## src/rtl/lkvc_pkg.sv

```systemverilog
// Shared types and constants for the LRU key/value cache.
// Used by the cell, the top level and the port checker; no dependencies.
package lkvc_pkg;

	localparam int KEY_W       = 32;
	localparam int DATA_W      = 32;
	localparam int CAP_W       = 4;
	localparam int ENTRIES_DEF = 8;
	localparam logic [CAP_W-1:0] CAP_RESET = 4'd8;

	localparam logic OP_GET = 1'b0;
	localparam logic OP_PUT = 1'b1;

	typedef struct packed {
		logic              valid;
		logic [KEY_W-1:0]  key;
		logic [DATA_W-1:0] data;
	} entry_t;

	typedef enum logic {
		ST_IDLE,
		ST_UPDATE
	} state_t;

endpackage

```

## src/rtl/lkvc_cell.sv

```systemverilog
// One slot of the recency-ordered chain: holds an entry, compares its key
// and loads from its upstream neighbor when told to. Depends on lkvc_pkg.
module lkvc_cell import lkvc_pkg::*; (
	input  logic             clk,
	input  logic             arst_n,
	input  logic             cmp_en,
	input  logic [KEY_W-1:0] cmp_key,
	input  logic             take,
	input  entry_t           prev,
	input  logic             next_valid,
	output entry_t           ent,
	output logic             match,
	output logic             tail
);

	logic              valid_q;
	logic              match_q;
	logic [KEY_W-1:0]  key_q;
	logic [DATA_W-1:0] data_q;

	always_ff @(posedge clk or negedge arst_n) begin
		if (!arst_n) begin
			valid_q <= 1'b0;
			match_q <= 1'b0;
		end else begin
			if (cmp_en) begin
				match_q <= valid_q && (key_q == cmp_key);
			end
			if (take) begin
				valid_q <= prev.valid;
			end
		end
	end

	always_ff @(posedge clk) begin
		if (take) begin
			key_q  <= prev.key;
			data_q <= prev.data;
		end
	end

	assign ent   = '{valid: valid_q, key: key_q, data: data_q};
	assign match = match_q;
	// Valid entries stay packed at the head, so the last valid cell is the oldest.
	assign tail  = valid_q & ~next_valid;

endmodule

```

## src/rtl/lru_key_value_cache.sv

```systemverilog
// LRU key/value cache that handles one item at a time. In the cycle an item is
// accepted every cell compares its key against the request; then, in the update
// state, the chain of cells is reordered (most recent at the head) and the result
// is written to the output register, which holds it until taken. If the previous
// result is still waiting, the update state waits with it. Depends on lkvc_pkg
// and lkvc_cell.
module lru_key_value_cache import lkvc_pkg::*; #(
	parameter int ENTRIES = ENTRIES_DEF
) (
	input  logic             clk,
	input  logic             arst_n,
	input  logic             cfg_wr_en,
	input  logic [CAP_W-1:0] cfg_wr_data,  // capacity
	input  logic             s_tvalid,
	output logic             s_tready,
	input  logic [63:0]      s_tdata,      // key [31:0], write_value [63:32]
	input  logic             s_tuser,      // opcode
	output logic             m_tvalid,
	input  logic             m_tready,
	output logic [63:0]      m_tdata,      // read_value [31:0], evicted_key [63:32]
	output logic [1:0]       m_tuser       // hit [0], evicted [1]
);

	localparam int FW   = $clog2(ENTRIES + 1);
	localparam int CMPW = ((FW > CAP_W) ? FW : CAP_W) + 1;

	state_t state_q, state_d;

	logic [CAP_W-1:0]  cap_q;
	logic [FW-1:0]     fill_q;
	logic              op_q;
	logic [KEY_W-1:0]  key_q;
	logic [DATA_W-1:0] wval_q;
	logic              m_tvalid_q;
	logic [63:0]       m_tdata_q;
	logic [1:0]        m_tuser_q;

	logic accept, out_free, upd_fire;
	logic any_hit, full, ins_free, ins_evict;
	logic [CMPW-1:0] eff_cap;
	logic [DATA_W-1:0] hit_data;
	logic [KEY_W-1:0]  tail_key;
	entry_t head;

	entry_t             ent [ENTRIES];
	logic [ENTRIES-1:0] match, tail, take, hit_zone;

	assign accept   = s_tvalid & s_tready;
	assign out_free = ~m_tvalid_q | m_tready;

	always_comb begin
		state_d = state_q;
		unique case (state_q)
			ST_IDLE:   if (s_tvalid) state_d = ST_UPDATE;
			ST_UPDATE: if (out_free) state_d = ST_IDLE;
			default:   state_d = ST_IDLE;
		endcase
	end

	always_comb begin
		s_tready = 1'b0;
		upd_fire = 1'b0;
		unique case (state_q)
			ST_IDLE:   s_tready = 1'b1;
			ST_UPDATE: upd_fire = out_free;
			default:   s_tready = 1'b0;
		endcase
	end

	always_ff @(posedge clk or negedge arst_n) begin
		if (!arst_n) begin
			state_q <= ST_IDLE;
			cap_q   <= CAP_RESET;
		end else begin
			state_q <= state_d;
			if (cfg_wr_en) begin
				cap_q <= cfg_wr_data;
			end
		end
	end

	always_ff @(posedge clk) begin
		if (accept) begin
			op_q   <= s_tuser;
			key_q  <= s_tdata[KEY_W-1:0];
			wval_q <= s_tdata[KEY_W +: DATA_W];
		end
	end

	// Capacity zero behaves as one; anything above the slot count saturates.
	always_comb begin
		eff_cap = CMPW'(cap_q);
		if (cap_q == '0) begin
			eff_cap = CMPW'(1);
		end else if (eff_cap > CMPW'(ENTRIES)) begin
			eff_cap = CMPW'(ENTRIES);
		end
	end

	assign any_hit   = |match;
	assign full      = CMPW'(fill_q) >= eff_cap;
	assign ins_free  = (op_q == OP_PUT) & ~any_hit & ~full;
	assign ins_evict = (op_q == OP_PUT) & ~any_hit & full;

	always_comb begin
		hit_data = '0;
		tail_key = '0;
		for (int i = 0; i < ENTRIES; i++) begin
			hit_data = hit_data | ({DATA_W{match[i]}} & ent[i].data);
			tail_key = tail_key | ({KEY_W{tail[i]}} & ent[i].key);
		end
	end

	assign head = '{valid: 1'b1, key: key_q,
		data: (op_q == OP_PUT) ? wval_q : hit_data};

	// On a hit, the head and every cell down to the matching one move by one slot.
	always_comb begin
		logic run;
		run = 1'b0;
		for (int i = 0; i < ENTRIES; i++) begin
			hit_zone[i] = ~run;
			run         = run | match[i];
			take[i]     = upd_fire & (ins_free | (ins_evict & ent[i].valid)
				| (any_hit & hit_zone[i]));
		end
	end

	for (genvar g = 0; g < ENTRIES; g++) begin : g_cell
		entry_t prev_ent;
		logic   nxt_valid;

		if (g == 0) begin : g_head
			assign prev_ent = head;
		end else begin : g_body
			assign prev_ent = ent[g-1];
		end

		if (g == ENTRIES - 1) begin : g_last
			assign nxt_valid = 1'b0;
		end else begin : g_mid
			assign nxt_valid = ent[g+1].valid;
		end

		lkvc_cell u_cell (
			.clk        (clk),
			.arst_n     (arst_n),
			.cmp_en     (accept),
			.cmp_key    (s_tdata[KEY_W-1:0]),
			.take       (take[g]),
			.prev       (prev_ent),
			.next_valid (nxt_valid),
			.ent        (ent[g]),
			.match      (match[g]),
			.tail       (tail[g])
		);
	end

	always_ff @(posedge clk or negedge arst_n) begin
		if (!arst_n) begin
			fill_q     <= '0;
			m_tvalid_q <= 1'b0;
		end else begin
			if (upd_fire && ins_free) begin
				fill_q <= fill_q + FW'(1);
			end
			if (upd_fire) begin
				m_tvalid_q <= 1'b1;
			end else if (m_tready) begin
				m_tvalid_q <= 1'b0;
			end
		end
	end

	always_ff @(posedge clk) begin
		if (upd_fire) begin
			m_tuser_q <= {ins_evict, any_hit};
			m_tdata_q <= {(ins_evict ? tail_key : {KEY_W{1'b0}}),
				((op_q == OP_GET && any_hit) ? hit_data : {DATA_W{1'b0}})};
		end
	end

	assign m_tvalid = m_tvalid_q;
	assign m_tdata  = m_tdata_q;
	assign m_tuser  = m_tuser_q;

endmodule

```

## config.mk

```make
export PLATFORM = sky130hd
export DESIGN_NAME = lru_key_value_cache
export DESIGN_NICKNAME = d
export VERILOG_FILES = /design/src/rtl/lkvc_pkg.sv /design/src/rtl/lkvc_cell.sv /design/src/rtl/lru_key_value_cache.sv
export SDC_FILE = /design/constraint.sdc
export NUM_CORES = 1
export LEC_CHECK = 0
export BUFFER_PORTS_ARGS = -buffer_cell sky130_fd_sc_hd__buf_2
export CORE_AREA = 2 2 246 248
export DETAILED_ROUTE_END_ITERATION = 7
export DIE_AREA = 0 0 248 250
export PLACE_DENSITY_LB_ADDON = 0.3
export SLEW_MARGIN = 20
export SYNTH_ARGS = -nofsm -noshare
export SYNTH_HDL_FRONTEND = slang
export SYNTH_SLANG_ARGS = --single-unit
```

## constraint.sdc

```tcl
create_clock -name clk -period 5.3 [get_ports clk]
set_clock_uncertainty 0.05 [all_clocks]
set_input_delay 0.265 -clock clk [delete_from_list [all_inputs] [get_ports clk]]
set_output_delay 0.265 -clock clk [all_outputs]
set_load 0.05 [all_outputs]
```

==> summary.md <==
| Metric | Value |
|---|---|
| Post-synth EDFFs | `643` |
| Largest fanout on the critical path | `64` |
| Met3 Usage GRT | `0.0433` |
| CTS tree | `done` |
| Post-synthesis cell area | `0.0270 mm2` |
| GRT met1 Usage | `0.341` |
| Row Count | `90` |
| Vias in the first global route | `between 15k and 20k` |
| Post-cts sizing count | `0` |
| Root Buffer | `clkbuf_16` |
| Crit path DAT | `approximately 3.6 ns` |
| IO Port Bufs | `141` |
| Slew @ Worst Pin | `1.18 ns` |
| DR DRC count | `0` |
| Sequential Area | `0.0200 mm2` |
| Setup TNS Final | `0 ns` |
| Effective utilization at floorplan | `0.453` |
| Mapped Cells | `~1.6k` |
| Syn_area_per_cell | `16.6 um2` |
| DR vias/cell | `6.17` |
| Peak VDD IR | `approximately 0.37 mV` |
| I/O pin count | `142` |
| CTS H-tree lvls | `3` |
| Clk_lat worst skew | `approximately 0.62 ns` |
| Final number of setup-violating endpoints | `0` |
| Leak pwr | `10.5 nW` |
| Gpl congestion | `0.887` |
| Initial DRC Count | `2044` |
| WL final | `75700 um` |
| Post-DP HPWL | `46500 um` |
| Antenna diode count | `0` |
| Final period util | `0.649` |
| Gr ovfl total | `0` |
| Achievable Freq | `between 0.2 and 0.3 GHz` |
| Clock sinks | `669` |
| Sequential fraction of the synthesis area | `0.740` |
| MaxCap Viol Count | `0` |
| Ys flop type | `edfxtp_1` |
| Top cell type's share of synthesized area | `0.716` |
| Global-route usage over all layers | `0.244` |
| Slew Limit Fails | `0` |
| Kind of critical path | `reg -> reg` |
| Multi-input logic area | `0.00664 mm2` |
| Core ar. | `between 0.05 and 0.06 mm2` |
| Critical Path Start Type | `register` |
| Post-CTS Setup Inserts | `0` |
| Antenna viol nets, final | `0` |
| Syn_nets | `1703` |
| Clock-pin slew on the worst setup and hold paths | `0.06 ns` |
| #FFs+latches synth | `approximately 670` |
| Tmin final | `3.44 ns` |
| Max_slew headroom | `0.213` |
| First-pass GRT wire length | `111000 um` |
| Initial antenna violation count | `0` |
| Status | `finished, final reports clean` |
| Worst Setup End Kind | `register` |
| Worst path required time | `5.47 ns` |
| Top Usage Layer GRT | `met2` |
| Routed vias | `16.4k` |
| Asr flop ratio synth | `0.0389` |
| Commonest cells post-synth | `643 x edfxtp_1, 192 x a22oi_1, 184 x xor2_1, 75 x xnor2_1, 65 x nand4_1` |
| Die Area | `just over 0.06 mm2` |
| Placed insts | `between 2k and 2.5k` |
| Final nets | `1913` |
| CTS max path bufs | `3` |
| Largest net degree at the start of global routing | `65` |
| Layout Cells excl Fill | `2665` |
| Layout cells sized above 1 | `0.174` |
| Dominant cell by count in the synthesized netlist | `edfxtp_1` |
| CTS buffer count | `70` |
| Cell area power density | `550 mW/mm2` |
| DR WL/cell | `28.4 um` |
| Met2 Usage GRT | `0.380` |
| Post-synth top area cell | `edfxtp_1` |
| Area grow syn2layout | `16.3%` |
| Synth top area cells | `edfxtp_1 72%, xor2_1 6.0%, a22oi_1 5.3%, xnor2_1 2.4%, dfrtp_1 2.3%` |
| Final Hold Fails | `0` |
| Die extent in y | `250 um` |
| Yosys warnings | `0` |
| Initial DRT Pass Iterations | `5` |
| RSZ-0062 raised after global routing | `no` |
| Hold crit path type | `in -> reg` |
| Die Wd | `248 um` |
| Netlist cell types | `50` |
| Fillcell total | `approximately 4.8k` |
[worst max-delay path: stages (launching register included)]
cell	delay, ns
dfrtp_1	0.39
nor2_1	0.11
nor2_1	0.04
nor2_1	0.10
ha_1	0.23
nand2b_1	0.14
a21o_1	0.23
a21oi_1	0.43
a21oi_1	0.21
a21oi_4	0.14
buf_4	0.82
[logic make-up after synthesis]
logic type               Yosys count  synth area share
AO/OA/AOI/OAI                    331            0.0938
adder cells (fa/ha/maj)            5           0.00232
XOR/XNOR                         259            0.0841
multiplexers                      38            0.0159
AND/OR/NAND/NOR                  209            0.0464
buffers and inverters            113            0.0175
flip-flops                       669             0.740
[layout by cell type, fill, tap and decap left out, types with 3 or more instances in the layout]
cell type      synthesis  layout
edfxtp_1             643     643
a22oi_1              192     192
xor2_1               184     184
buf_2                 29     141
xnor2_1               75      75
clkbuf_16              0      70
dlygate4sd3_1          0      70
nand4_1               65      65
nor4_1                50      50
a22o_1                40      40
mux2_2                37      37
a221oi_1              33      33
nor2b_1               37      32
a31oi_1               32      32
buf_4                  1      28
dfrtp_1               25      24
nor2_1                20      18
clkinv_1               1      15
clkbuf_1              62      15
clkinv_2               0      14
nor3_1                13      13
nand2_1               10      10
inv_1                  7       7
a21oi_1               10       6
o21ai_0                6       6
nor2b_2                0       5
ha_1                   5       5
clkinv_8               0       5
a21oi_4                0       4
nand2b_1               3       3
o21a_4                 0       3
[path summary, 6_finish.rpt]
kind                             startpoint                    endpoint  slack [ns]  depth (start not counted)
worst max-delay path               cap_q[1]   g_cell[4].u_cell.key_q[4]        1.86                         10
worst min-delay path            s_tdata[25]                   key_q[25]        0.04                          1
worst max register to register     cap_q[1]   g_cell[4].u_cell.key_q[4]        1.86                         10
worst min register to register    key_q[13]  g_cell[0].u_cell.key_q[13]        0.36                          0
max in group asynchronous            arst_n    g_cell[7].u_cell.valid_q        4.62                          2
min in group asynchronous            arst_n                    m_tvalid        0.14                          2
[flip-flops by register name, summed over array words and instances (netlist names)]
name,cells
cap_q,4
g_cell.u_cell.valid_q,8
m_tvalid,1
m_tdata,64
g_cell.u_cell.match,8
fill_q,4
g_cell.u_cell.key_q,256
m_tuser,2
g_cell.u_cell.data_q,256
op_q,1
wval_q,32
key_q,32
state_q,1
[routing by layer]
layer  vias to the layer above  share of wire
met3                       163          0.089
li1                       6894              -
met2                      1045           0.47
met4                         0          0.039
met1                      8334           0.40
met5                         -              0
[power breakdown]
part / total (mW) / internal [mW] / switching [mW]
clock network: 4.57 / 2.54 / 2.03
logic: 4.01 / 1.04 / 2.97
registers: 8.68 / 7.75 / 0.931
[stage by stage]
| step | utilization | instance area [um2] | hold slack, ns | power (mW) | setup slack [ns] |
|---|---|---|---|---|---|
| 4_1_cts | 0.526 | 31400 | 0.00494 | 17.3 | 1.84 |
| 6_report | 0.527 | 31400 | 0.0365 | 17.3 | 1.86 |
| 5_1_grt | 0.527 | 31400 | 0.0109 | 17.9 | 1.72 |
| 3_5_place_dp | 0.480 | 28600 | 0.255 | 12.7 | 1.86 |
| 2_1_floorplan | - | 27000 | -0.0806 | 11.0 | 0.0708 |
| 3_3_place_gp | 0.480 | 28600 | 0.249 | 12.6 | 1.85 |
[layout make-up]
type                       count  area share
clock buffer                  85      0.0576
clock inverter                36     0.00877
inverter                       9     0.00116
multi-input combinational    842       0.212
sequential                   669       0.636
tap                          782      0.0312
timing repair buffer         242      0.0537
[what timing repair did]
item | CTS | global route
endpoints found under the setup margin | 0 | 0
hold buffers | 70 | 0
endpoints found under the hold margin | 94 | 0
Power figures use the tool's default switching activity.
